$ cat config.mk
export PLATFORM = sky130hd
export DESIGN_NAME = dwq_ram
export DESIGN_NICKNAME = d
export VERILOG_FILES = /design/src/hdl/dwq_ram.sv
export SDC_FILE = /design/constraint.sdc
export NUM_CORES = 2
export LEC_CHECK = 0
export ABC_CLOCK_PERIOD_IN_PS = 3500
export BUFFER_PORTS_ARGS = -buffer_cell sky130_fd_sc_hd__buf_2
export CORE_MARGIN = 2
export CORE_UTILIZATION = 57
export DETAILED_ROUTE_END_ITERATION = 10
export GPL_TIMING_DRIVEN = 0
export PLACE_DENSITY = 0.76
export SYNTH_ARGS = -nofsm -noshare
export SYNTH_HDL_FRONTEND = slang
export SYNTH_SLANG_ARGS = --single-unit
$ cat constraint.sdc
create_clock -name clk_i -period 3.5 [get_ports clk_i]
set_input_delay 0.35 -clock clk_i [delete_from_list [all_inputs] [get_ports clk_i]]
set_output_delay 0.35 -clock clk_i [all_outputs]
set_load 0.05 [all_outputs]
$ cat src/hdl/dwq_ram.sv
// Generic single-port-write, single-port-read RAM with registered read data.
module dwq_ram #(
  parameter int unsigned WIDTH = 32,
  parameter int unsigned DEPTH = 64
) (
  input  logic                     clk_i,
  input  logic                     we_i,
  input  logic [$clog2(DEPTH)-1:0] waddr_i,
  input  logic [WIDTH-1:0]         wdata_i,
  input  logic [$clog2(DEPTH)-1:0] raddr_i,
  output logic [WIDTH-1:0]         rdata_o
);

  logic [WIDTH-1:0] mem_q [DEPTH];
  logic [WIDTH-1:0] rdata_q;

  always_ff @(posedge clk_i) begin
    if (we_i) begin
      mem_q[waddr_i] <= wdata_i;
    end
    rdata_q <= mem_q[raddr_i];
  end

  assign rdata_o = rdata_q;

endmodule

==> results.json <==
{
  "worst_pin_slew_ns": 1.49,
  "fin_nets": 3715,
  "numPortBuffers": 69,
  "drc": 0,
  "grt.total_usage_pct": 34.9,
  "grt_pass1_wl_um": 328000,
  "async_flop_share_pct": 0,
  "fp.dieW_um": 375,
  "grt_max_degree": 65,
  "r2r_setup_slack_ns": 0.93,
  "area_growth_pct": 14.0,
  "drive_gt1_share_pct": 29.7,
  "viasPerCell": 7.32,
  "drtIter0Drc": 7882,
  "yosys-top-cells-area": "edfxtp_1, mux4_2, mux2i_1",
  "cellLeakagePower_nw": 27.9,
  "synth_cells": 3324,
  "cts_tree": "built",
  "dpl.hpwl_um": 146000,
  "cts_inserted_buffers": 194,
  "synth_area_sq_um": 78500,
  "power_density_nw_per_um2": 575,
  "post-route-period-util_pct": 103,
  "ys_ff_latch": 2080,
  "fmax_mhz": 276,
  "worstPathRequired_ns": 4.24,
  "cts.sinks": 2080,
  "dr_total_vias": 41200,
  "stdcell_area_sq_um": 89500,
  "dr.pass1.iters": 8,
  "synthDistinctLibCells": 34,
  "root_buffer": "clkbuf_16",
  "instances_no_fill": 5635,
  "ys_seq_area_share_pct": 79.1,
  "synthFlopType": "edfxtp_1",
  "maxSlewViolCount": 0,
  "num-fill-cells": 8340,
  "fin_ws_ns": -0.119,
  "synth-edff-count": 2048,
  "wl_per_cell_um": 43.1,
  "rows": 136,
  "dp_cells": 5266,
  "totalWireLength_um": 243000,
  "violations": "max-capacitance violations, negative setup slack",
  "yosysTopAreaCell": "edfxtp_1",
  "rsz0062_at_grt": "false",
  "start_util_pct": 57.2,
  "slew_headroom_pct": 0.402,
  "grt_pass1_vias": 40500,
  "cts_buffer_depth": 3,
  "die-height_um": 375,
  "status": "finished, violations left",
  "holdCritPathClass": "primary input to flip-flop",
  "antenna_found_initial": 13,
  "ant_nets": 0,
  "synth_nets": 3370,
  "grt-ovfl-total": 0,
  "end_kind": "flip-flop",
  "dpl-instance-area_sq_um": 83300,
  "cp_max_fo": 11,
  "avgSynthCellArea_sq_um": 23.6,
  "synth.top_cell.area_share_pct": 78.3,
  "period_minus_slack_ns": 3.62,
  "gp_congestion": 0.881,
  "cts_setup_buffers": 0,
  "clk_latency_ns": 0.86,
  "cap_violations": 1,
  "finalSetupViolations": 5,
  "arrival_ns": 4.36,
  "yosysWarnings": 0,
  "ios": 78,
  "die-area_sq_um": 141000,
  "finalHoldViolCount": 0,
  "cts.reportedPaths.clkPinSlew_ns": 0.06,
  "core_area_sq_um": 137000,
  "startpoint_type": "primary input",
  "fin_skew_ns": 0.0423,
  "peakVddDrop_mv": 0.475,
  "criticalPathCategory": "primary input to flip-flop",
  "htreeDepth": 4
}
metrics by stage:
step                setup WS (ns)   TNS, ns  power [mW]  hold slack, ns  util [%]
global placement            -2.22  -3604.56        31.0           0.820      59.1
detailed placement          -1.23    -17.85        31.1           0.818      60.7
finish                     -0.119    -0.300        51.5           0.118      65.3
global route               0.0227         0        52.3           0.104      65.3
floorplan                   0.498         0        29.7           0.449         -
CTS                         0.120         0        51.3           0.214      65.2
synth_stat cells, drive strengths merged, types with 7 or more instances:
cell / instances
o221ai: 27
mux4: 544
nor2: 137
a22oi: 12
dfxtp: 32
edfxtp: 2048
buf: 108
mux2i: 93
a311oi: 8
o22ai: 84
nand2: 26
nor2b: 15
nand2b: 8
clkbuf: 74
nor3: 7
a21oi: 62
logic make-up after synthesis:
family                 count (synthesis)  synth area share [%]
DFF                                 2080                  79.1
AOI/OAI and AO/OA                    202                  1.67
muxes                                637                  16.8
and+or+nand+nor                      223                  1.27
buffers and inverters                182                  1.13
timing repair:
item,CTS,global route
hold buffers,0,0
setup endpoints to repair,6,5
resized for setup,6,16
cell type report:
cell class	instances	area [sq um]	share of cell area, %
Sequential cell	2080	62100	69.4
Multi-Input combinational cell	1062	16000	17.9
Clock buffer	252	5220	5.83
Tap cell	1794	2240	2.51
Timing Repair Buffer	149	2040	2.28
Clock inverter	105	932	1.04
Buffer	182	923	1.03
Antenna cell	11	27.5	0.0307
cell usage in the layout (no fill, tap or decap), types with 32 or more instances in the layout:
cell type	Yosys	layout
edfxtp_1	2048	2048
mux4_2	544	544
clkbuf_16	0	198
buf_2	57	121
clkbuf_1	74	115
mux2i_1	93	93
o22ai_1	84	83
nor2_1	137	75
nor2_4	0	62
buf_12	0	59
a21oi_1	62	58
clkinv_2	0	38
clkinv_1	0	34
dfxtp_1	32	32
critical path, cell delays in order:
cell	delay, ns
buf_2	0.44
buf_2	0.49
buf_2	0.40
clkbuf_1	0.50
buf_2	0.53
mux2i_1	0.15
a21oi_1	1.05
a21oi_1	0.11
nor2_1	0.28
registers in the layout (all words and copies together) (netlist names):
name,count
rdata_o,32
mem_q,2048
final timing paths:
check | from | endpoint | cells past startpoint
worst min-delay path | wdata_i[15] | mem_q[25][15] | 1
worst max-delay path | raddr_i[1] | rdata_o[11] | 9
worst max register to register | mem_q[3][3] | rdata_o[3] | 5
worst min register to register | mem_q[28][20] | rdata_o[20] | 4
routing by layer:
metal	vias to the layer above	track usage, %	wire [um]
li1	15000	-	-
met1	21200	44.1	76700
met2	4073	52.2	110000
met3	935	12.7	38100
met4	14	21.1	18200
met5	-	0	92
where the power goes:
| group | leakage, nW | switching [mW] | internal [mW] | total, mW |
|---|---|---|---|---|
| sequential | 18.7 | 0.0586 | 27.6 | 27.6 |
| combinational | 6.17 | 2.12 | 0.940 | 3.06 |
| clock | 3.00 | 9.28 | 11.5 | 20.8 |
Note: power is estimated with default switching activity, not from simulation.
